===== src/rtl/core/lvcd_pkg.sv =====
// ----------------------------------------------------------------------------
// Logarithmic variate chop-down package
// Shared constants, state encoding and controller/datapath interface types.
// ----------------------------------------------------------------------------
`default_nettype none

package lvcd_pkg;

    localparam int DEF_COUNT_BITS = 16;
    localparam int DEF_FRAC_BITS  = 32;

    localparam int VAL_W     = 32;
    localparam int PROD_W    = 2 * VAL_W;
    localparam int DIV_STEPS = VAL_W;
    localparam int STEP_W    = $clog2(DIV_STEPS);

    localparam int CFG_IDX_W = 1;

    localparam logic [CFG_IDX_W-1:0] REG_SHAPE_THETA = 1'b0;
    localparam logic [CFG_IDX_W-1:0] REG_FIRST_PROB  = 1'b1;

    typedef enum logic [2:0] {
        S_IDLE,
        S_CHECK,
        S_DIV_INIT,
        S_DIV,
        S_UPDATE,
        S_DONE
    } t_state;

    typedef struct packed {
        logic load;
        logic step;
        logic div_init;
        logic div_step;
        logic update;
        logic set_cap;
        logic out_load;
    } t_dp_cmd;

    typedef struct packed {
        logic gt;
        logic at_limit;
        logic div_last;
    } t_dp_stat;

endpackage

`default_nettype wire


===== src/rtl/core/lvcd_datapath.sv =====
// ----------------------------------------------------------------------------
// Logarithmic variate chop-down datapath
// Configuration registers, sample and probability registers, count, the
// registered multiplier and a one-bit-per-cycle restoring divider.
// ----------------------------------------------------------------------------
`default_nettype none

module lvcd_datapath import lvcd_pkg::*; #(
    parameter int COUNT_BITS = DEF_COUNT_BITS,
    parameter int FRAC_BITS  = DEF_FRAC_BITS
) (
    input  wire logic                  i_clk,
    input  wire logic                  i_rst_n,
    input  wire logic                  i_cfg_we,
    input  wire logic [CFG_IDX_W-1:0]  i_cfg_idx,
    input  wire logic [VAL_W-1:0]      i_cfg_data,
    input  wire logic [VAL_W-1:0]      i_sample,
    input  wire t_dp_cmd               i_cmd,
    output t_dp_stat                   o_stat,
    output logic [COUNT_BITS-1:0]      o_count,
    output logic                       o_capped
);

    localparam logic [VAL_W-1:0] FRAC_MASK = (FRAC_BITS >= VAL_W) ? {VAL_W{1'b1}} :
        VAL_W'((64'd1 << FRAC_BITS) - 64'd1);
    localparam logic [COUNT_BITS-1:0] COUNT_MAX = {COUNT_BITS{1'b1}};

    logic [VAL_W-1:0]      r_theta;
    logic [VAL_W-1:0]      r_first;
    logic [VAL_W-1:0]      r_u;
    logic [VAL_W-1:0]      r_p;
    logic [COUNT_BITS-1:0] r_k;
    logic                  r_cap;
    logic [PROD_W-1:0]     r_prod;
    logic [VAL_W-1:0]      r_qval;
    logic [VAL_W-1:0]      r_q;
    logic [COUNT_BITS-1:0] r_rem;
    logic [STEP_W-1:0]     r_step;
    logic [COUNT_BITS-1:0] r_out_count;
    logic                  r_out_cap;

    logic [PROD_W-1:0]     prod_sh;
    logic [COUNT_BITS:0]   trial;
    logic                  trial_ge;
    logic [COUNT_BITS:0]   trial_diff;
    logic [VAL_W-1:0]      p_next;

    always_ff @(posedge i_clk) begin
        if (!i_rst_n) begin
            r_theta <= '0;
            r_first <= '0;
        end else if (i_cfg_we) begin
            unique case (i_cfg_idx)
                REG_SHAPE_THETA: r_theta <= i_cfg_data;
                REG_FIRST_PROB:  r_first <= i_cfg_data;
                default: ;
            endcase
        end
    end

    assign prod_sh    = r_prod >> FRAC_BITS;
    assign trial      = {r_rem, r_q[VAL_W-1]};
    assign trial_ge   = trial >= {1'b0, r_k};
    assign trial_diff = trial - {1'b0, r_k};
    assign p_next     = r_qval - r_q - VAL_W'(r_rem != '0);

    always_ff @(posedge i_clk) begin
        if (i_cmd.load) begin
            r_u   <= i_sample & FRAC_MASK;
            r_p   <= r_first & FRAC_MASK;
            r_k   <= COUNT_BITS'(1);
            r_cap <= 1'b0;
        end
        if (i_cmd.step) begin
            r_u    <= r_u - r_p;
            r_k    <= r_k + COUNT_BITS'(1);
            r_prod <= r_p * (r_theta & FRAC_MASK);
        end
        if (i_cmd.set_cap) begin
            r_k   <= COUNT_MAX;
            r_cap <= 1'b1;
        end
        if (i_cmd.div_init) begin
            r_qval <= prod_sh[VAL_W-1:0];
            r_q    <= prod_sh[VAL_W-1:0];
            r_rem  <= '0;
            r_step <= '0;
        end
        if (i_cmd.div_step) begin
            r_q    <= {r_q[VAL_W-2:0], trial_ge};
            r_rem  <= trial_ge ? trial_diff[COUNT_BITS-1:0] : trial[COUNT_BITS-1:0];
            r_step <= r_step + STEP_W'(1);
        end
        if (i_cmd.update) begin
            r_p <= p_next;
        end
        if (i_cmd.out_load) begin
            r_out_count <= r_k;
            r_out_cap   <= r_cap;
        end
    end

    assign o_stat.gt       = r_u > r_p;
    assign o_stat.at_limit = (r_k == COUNT_MAX) || (r_p == '0);
    assign o_stat.div_last = r_step == STEP_W'(DIV_STEPS - 1);
    assign o_count         = r_out_count;
    assign o_capped        = r_out_cap;

endmodule

`default_nettype wire


===== src/rtl/core/lvcd_ctrl.sv =====
// ----------------------------------------------------------------------------
// Logarithmic variate chop-down controller
// Sequences the compare, step, multiply, divide and update phases and owns
// the stream handshakes.
// ----------------------------------------------------------------------------
`default_nettype none

module lvcd_ctrl import lvcd_pkg::*; (
    input  wire logic     i_clk,
    input  wire logic     i_rst_n,
    input  wire logic     i_in_valid,
    output logic          o_in_ready,
    output logic          o_out_valid,
    input  wire logic     i_out_ready,
    input  wire t_dp_stat i_stat,
    output t_dp_cmd       o_cmd
);

    t_state r_state, n_state;
    logic   r_out_valid, n_out_valid;

    always_ff @(posedge i_clk) begin
        if (!i_rst_n) begin
            r_state     <= S_IDLE;
            r_out_valid <= 1'b0;
        end else begin
            r_state     <= n_state;
            r_out_valid <= n_out_valid;
        end
    end

    always_comb begin
        n_state     = r_state;
        n_out_valid = r_out_valid & ~i_out_ready;
        o_cmd       = '0;
        o_in_ready  = 1'b0;
        unique case (r_state)
            S_IDLE: begin
                o_in_ready = i_rst_n;
                if (i_in_valid && i_rst_n) begin
                    o_cmd.load = 1'b1;
                    n_state    = S_CHECK;
                end
            end
            S_CHECK: begin
                if (!i_stat.gt) begin
                    n_state = S_DONE;
                end else if (i_stat.at_limit) begin
                    o_cmd.set_cap = 1'b1;
                    n_state       = S_DONE;
                end else begin
                    o_cmd.step = 1'b1;
                    n_state    = S_DIV_INIT;
                end
            end
            S_DIV_INIT: begin
                o_cmd.div_init = 1'b1;
                n_state        = S_DIV;
            end
            S_DIV: begin
                o_cmd.div_step = 1'b1;
                if (i_stat.div_last) begin
                    n_state = S_UPDATE;
                end
            end
            S_UPDATE: begin
                o_cmd.update = 1'b1;
                n_state      = S_CHECK;
            end
            S_DONE: begin
                if (!r_out_valid || i_out_ready) begin
                    o_cmd.out_load = 1'b1;
                    n_out_valid    = 1'b1;
                    n_state        = S_IDLE;
                end
            end
            default: n_state = S_IDLE;
        endcase
    end

    assign o_out_valid = r_out_valid;

endmodule

`default_nettype wire


===== src/rtl/core/logarithmic_variate_chop_down_core.sv =====
// ----------------------------------------------------------------------------
// Logarithmic variate chop-down core
// Turns a Q0.32 uniform sample into a Logarithmic-distributed count by
// chop-down inversion.
// ----------------------------------------------------------------------------
//  Channel   Direction  Payload
//  s_axis    in         tdata[31:0] uniform_sample
//  m_axis    out        tdata[COUNT_BITS-1:0] variate_count, [COUNT_BITS] count_capped
//  cfg       in         idx 0 shape_theta, idx 1 first_prob
//
// For each count beyond the first, a sample passes through the compare, multiply,
// restoring divide and update steps.
// Reset is synchronous and clears the control state and both configuration registers.
// A new sample is accepted while a finished result waits in the output register.
// ----------------------------------------------------------------------------
`default_nettype none

module logarithmic_variate_chop_down_core import lvcd_pkg::*; #(
    parameter int COUNT_BITS = DEF_COUNT_BITS,
    parameter int FRAC_BITS  = DEF_FRAC_BITS,
    parameter int OUT_W      = ((COUNT_BITS + 1 + 7) / 8) * 8
) (
    input  wire logic                 i_clk,
    input  wire logic                 i_rst_n,
    input  wire logic                 i_cfg_we,
    input  wire logic [CFG_IDX_W-1:0] i_cfg_idx,
    input  wire logic [VAL_W-1:0]     i_cfg_data,
    input  wire logic                 i_s_axis_tvalid,
    output logic                      o_s_axis_tready,
    // [31:0] uniform_sample
    input  wire logic [VAL_W-1:0]     i_s_axis_tdata,
    output logic                      o_m_axis_tvalid,
    input  wire logic                 i_m_axis_tready,
    // [COUNT_BITS-1:0] variate_count, [COUNT_BITS] count_capped, zero above
    output logic [OUT_W-1:0]          o_m_axis_tdata
);

    t_dp_cmd               cmd;
    t_dp_stat              stat;
    logic [COUNT_BITS-1:0] count;
    logic                  capped;

    lvcd_ctrl u_ctrl (
        .i_clk       (i_clk),
        .i_rst_n     (i_rst_n),
        .i_in_valid  (i_s_axis_tvalid),
        .o_in_ready  (o_s_axis_tready),
        .o_out_valid (o_m_axis_tvalid),
        .i_out_ready (i_m_axis_tready),
        .i_stat      (stat),
        .o_cmd       (cmd)
    );

    lvcd_datapath #(
        .COUNT_BITS (COUNT_BITS),
        .FRAC_BITS  (FRAC_BITS)
    ) u_datapath (
        .i_clk      (i_clk),
        .i_rst_n    (i_rst_n),
        .i_cfg_we   (i_cfg_we),
        .i_cfg_idx  (i_cfg_idx),
        .i_cfg_data (i_cfg_data),
        .i_sample   (i_s_axis_tdata),
        .i_cmd      (cmd),
        .o_stat     (stat),
        .o_count    (count),
        .o_capped   (capped)
    );

    always_comb begin
        o_m_axis_tdata                 = '0;
        o_m_axis_tdata[COUNT_BITS-1:0] = count;
        o_m_axis_tdata[COUNT_BITS]     = capped;
    end

endmodule

`default_nettype wire


===== config.mk =====
export PLATFORM = sky130hd
export DESIGN_NAME = logarithmic_variate_chop_down_core
export DESIGN_NICKNAME = d
export VERILOG_FILES = /design/src/rtl/core/lvcd_pkg.sv /design/src/rtl/core/lvcd_datapath.sv /design/src/rtl/core/lvcd_ctrl.sv /design/src/rtl/core/logarithmic_variate_chop_down_core.sv
export SDC_FILE = /design/constraint.sdc
export NUM_CORES = 2
export LEC_CHECK = 0
export ABC_AREA = 0
export BUFFER_PORTS_ARGS = -buffer_cell sky130_fd_sc_hd__buf_2
export CAP_MARGIN = 20
export CORE_MARGIN = 8
export CORE_UTILIZATION = 67
export CTS_BUF_LIST = sky130_fd_sc_hd__clkbuf_8
export DETAILED_ROUTE_END_ITERATION = 10
export PLACE_DENSITY_LB_ADDON = 0.25
export SLEW_MARGIN = 10
export SYNTH_ARGS = -nofsm -noshare
export SYNTH_HDL_FRONTEND = slang
export SYNTH_SLANG_ARGS = --single-unit

===== constraint.sdc =====
create_clock -name i_clk -period 22 [get_ports i_clk]
set_input_delay 1.1 -clock i_clk [delete_from_list [all_inputs] [get_ports i_clk]]
set_output_delay 1.1 -clock i_clk [all_outputs]
set_load 0.02 [all_outputs]

==> results.toml <==
[synth]
yosys.area.top_type_share_pct = 37.8
yosysWarnings = 0
muxShareOfSynthArea_pct = 1.07
synth_area_mm2 = 0.0477
synth_commonest_cells = "1039 x inv_1, 899 x fa_1, 665 x nand2_1"
synth_adder_area_share_pct = 47.5
synth_instances = 5049
synth-edff-count = 198
yosys_register_bits = 283
synth-simple-area-share_pct = 16.6
yosys.area_share.xor_xnor_pct = 1.73
postSynth.asyncResetShare_pct = 0
synth-compound-area-share_pct = 6.73
post-synth-top-count-cell = "inv_1"
ranking_of_synthesized_cells_by_area = "fa_1 38%, edfxtp_1 12%, ha_1 9.7%, and2_1 8.2%, inv_1 8.2%"
seq_area_frac_synth_pct = 16.0
synth_area_per_cell_um2 = 9.44
synth_top_family_by_area = "adder cells"
synthDistinctLibCells = 82
synth-main-ff-cell = "edfxtp_1"
synth.largest_area_cell = "fa_1"

[die]
placement_rows = 97
placeableCoreArea_mm2 = 0.0703
width_of_the_die_um = 283
chipHeight_um = 283
initial_utilization_pct = 67.8
ioPinCount = 96
die_area_mm2 = 0.0799

[worst_hold_path]
holdCritPathClass = "reg2reg"
hold_depth = 0
min_to = "u_datapath.r_qval[29]$_DFFE_PP_"
timing.hold.worst.start = "u_datapath.r_prod[61]$_DFFE_PP_"

[power_and_ir_drop]
power_leakage_nw = 24.2
p_per_area_mw_per_mm2 = 99.3
power_w = 0.00496
max-vdd-ir-drop_mv = 0.114

[finish]
fill_cells = 5236
post_route_cells_drive_above_1_share_pct = 6.17
synthToLayoutAreaGrowth_pct = 4.82
fin_nets = 6355
finish.instance_area_mm2 = 0.0500
fin_cells = 5996

[sta]
fin_crit_ns = 8.85
timing.max_slew.rel_slack_pct = 21.9
max_slew.worst_pin.slew_ns = 1.17
setup-tns-final_ns = 0
report.final.hold_viol_count = 0
setup_ws_ns = 13.15
max_freq_mhz = 113
grt_setup_unrepaired = "no"
final.period_utilization_pct = 40.2
final_max_slew_viol_count = 0
clock_skew_ns = 0.0542
setup_viol = 0

[critical_path]
cp-start-kind = "flip-flop"
timing.critical_path.to_type = "flip-flop"
cp.required_ns = 22.41
worst-setup-path-type = "reg2reg"
worst-path-max-fanout = 21
arrival_ns = 9.26
reg2reg_depth = 23
rr_endpoint = "u_datapath.r_prod[52]$_DFFE_PP_"
crit-reg2reg-launch = "u_datapath.r_p[8]$_DFFE_PP_"
worst-r2r-setup-slack_ns = 13.15

[place]
placedCellCount = 5904
place.port_buffers = 88
place.gp.congestion = 0.910
dp_worst_setup_slack_ns = 13.37
detailed_place_hpwl_um = 88200
placed_cell_area_mm2 = 0.0489

[detailed_routing]
drt_iter0_markers = 2546
routedWlPerCell_um = 20.4
postRouteAntennaNets = 0
overall_via_count_from_detail_route = 35100
via_per_inst = 5.85
drt_first_pass_iters = 8
route.detailed.drc = 0
drt_wl_total_um = 122000

[clock_network]
post_cts_resized = 0
cts_tree = "done"
cts_hold_buffers = 0
cts_made_buffers = 49
cts_setup_buffers = 0
cts.reportedPaths.clkPinSlew_ns = 0.07
cts_root_buffer = "clkbuf_8"
clockBufferDepth = 3
clkSinkCount = 283
ctsHtreeMaxLevel = 2
worstSkewPairLatency_ns = 0.68

[status]
outcome = "completed"

[grt]
number_of_antenna_violations_at_the_first_check_in_global_routing = 3
via_count_of_the_first_global_routing_pass = 38300
sum_of_overflow_across_all_layers_after_global_routing = 0
grt_max_degree = 71
grt_pass1_wl_um = 200000
overall_fraction_of_global_route_tracks_in_use_pct = 31.9

[job]
maxCapViolations = 0
routing by layer:
layer	share of wire (%)	GRT usage [%]	vias to the layer above
met4	5.5	15.2	0
li1	-	-	15400
met5	0	0	-
met2	50	54.7	1565
met3	7.9	5.25	456
met1	37	39.5	17700
power by group:
part / leakage [nW] / internal (W) / switching, W / total [W]
clock: 0.573 / 0.000275 / 0.000242 / 0.000518
combinational: 21.1 / 0.00137 / 0.00220 / 0.00357
sequential: 2.53 / 0.000794 / 0.0000749 / 0.000869
total: 24.2 / 0.00244 / 0.00252 / 0.00496
flip-flops by register name (all words and copies together), names as in the netlist, 3 cells and up:
name,cells
u_ctrl.r_state,3
u_datapath.o_count,16
u_datapath.r_first,32
u_datapath.r_k,16
u_datapath.r_p,32
u_datapath.r_prod,32
u_datapath.r_q,32
u_datapath.r_qval,32
u_datapath.r_rem,16
u_datapath.r_step,5
u_datapath.r_theta,32
u_datapath.r_u,32
kinds of logic (layout without fill, tap and decap cells):
group,after synthesis,in the layout
simple gates,1570,1570
flops,283,283
other cells,1,8
compound gates,489,489
mux,47,47
fa+ha+maj,1270,1270
xor+xnor,94,94
buf+inv,1295,1295
placed cells by master, fill, tap and decap left out, types with 57 or more instances in the layout:
cell,n
a21oi_1,108
and2_1,626
dfxtp_1,78
edfxtp_1,198
inv_1,1048
buf_4,77
nand2_1,663
fa_1,899
a21boi_0,71
buf_2,88
clkbuf_8,57
nor2_1,85
ha_1,371
o21ai_0,111
metrics by stage:
step	hold WS (ns)	util [%]
3_5_place_dp	0.420	69.6
2_1_floorplan	0.409	-
5_1_grt	0.441	71.1
6_report	0.448	71.1
4_1_cts	0.439	71.1
3_3_place_gp	0.419	69.6
critical path: stages (launching register included):
cell and delay, ns:
edfxtp_1 0.79, buf_4 0.39, and2_1 0.20, fa_1 0.54
inv_1 0.05, fa_1 0.48, inv_1 0.05, fa_1 0.48
fa_1 0.59, fa_1 0.46, fa_1 0.47, fa_1 0.55
fa_1 0.43, ha_1 0.33, nand2_1 0.13, nor3_1 0.27
inv_1 0.08, o211ai_1 0.38, o31ai_1 0.20, o21ai_0 0.75
a31oi_1 0.29, o21ai_0 0.34, a31oi_1 0.16, xnor2_1 0.14
worst max path at each step:
stage | depth (start not counted) | end | start
floorplan | 23 | u_datapath.r_prod[58]$_DFFE_PP_ | u_datapath.r_p[16]$_DFFE_PP_
global placement | 23 | u_datapath.r_prod[52]$_DFFE_PP_ | u_datapath.r_p[8]$_DFFE_PP_
detailed placement | 23 | u_datapath.r_prod[52]$_DFFE_PP_ | u_datapath.r_p[8]$_DFFE_PP_
CTS | 23 | u_datapath.r_prod[52]$_DFFE_PP_ | u_datapath.r_p[8]$_DFFE_PP_
global route | 23 | u_datapath.r_prod[49]$_DFFE_PP_ | u_datapath.r_p[8]$_DFFE_PP_
finish | 23 | u_datapath.r_prod[52]$_DFFE_PP_ | u_datapath.r_p[8]$_DFFE_PP_
area by class of cell:
class	count	area [um2]	share of cell area, %
timing repair buffer	165	1020	2.04
clock buffer	57	785	1.57
clock inverter	34	253	0.506
antenna	1	2.50	0.00501
sequential	283	7660	15.3
multi-input combinational	3477	35200	70.4
inverter	1039	3900	7.81
tap	940	1180	2.35
No activity file was read; power rests on OpenSTA's default activity.
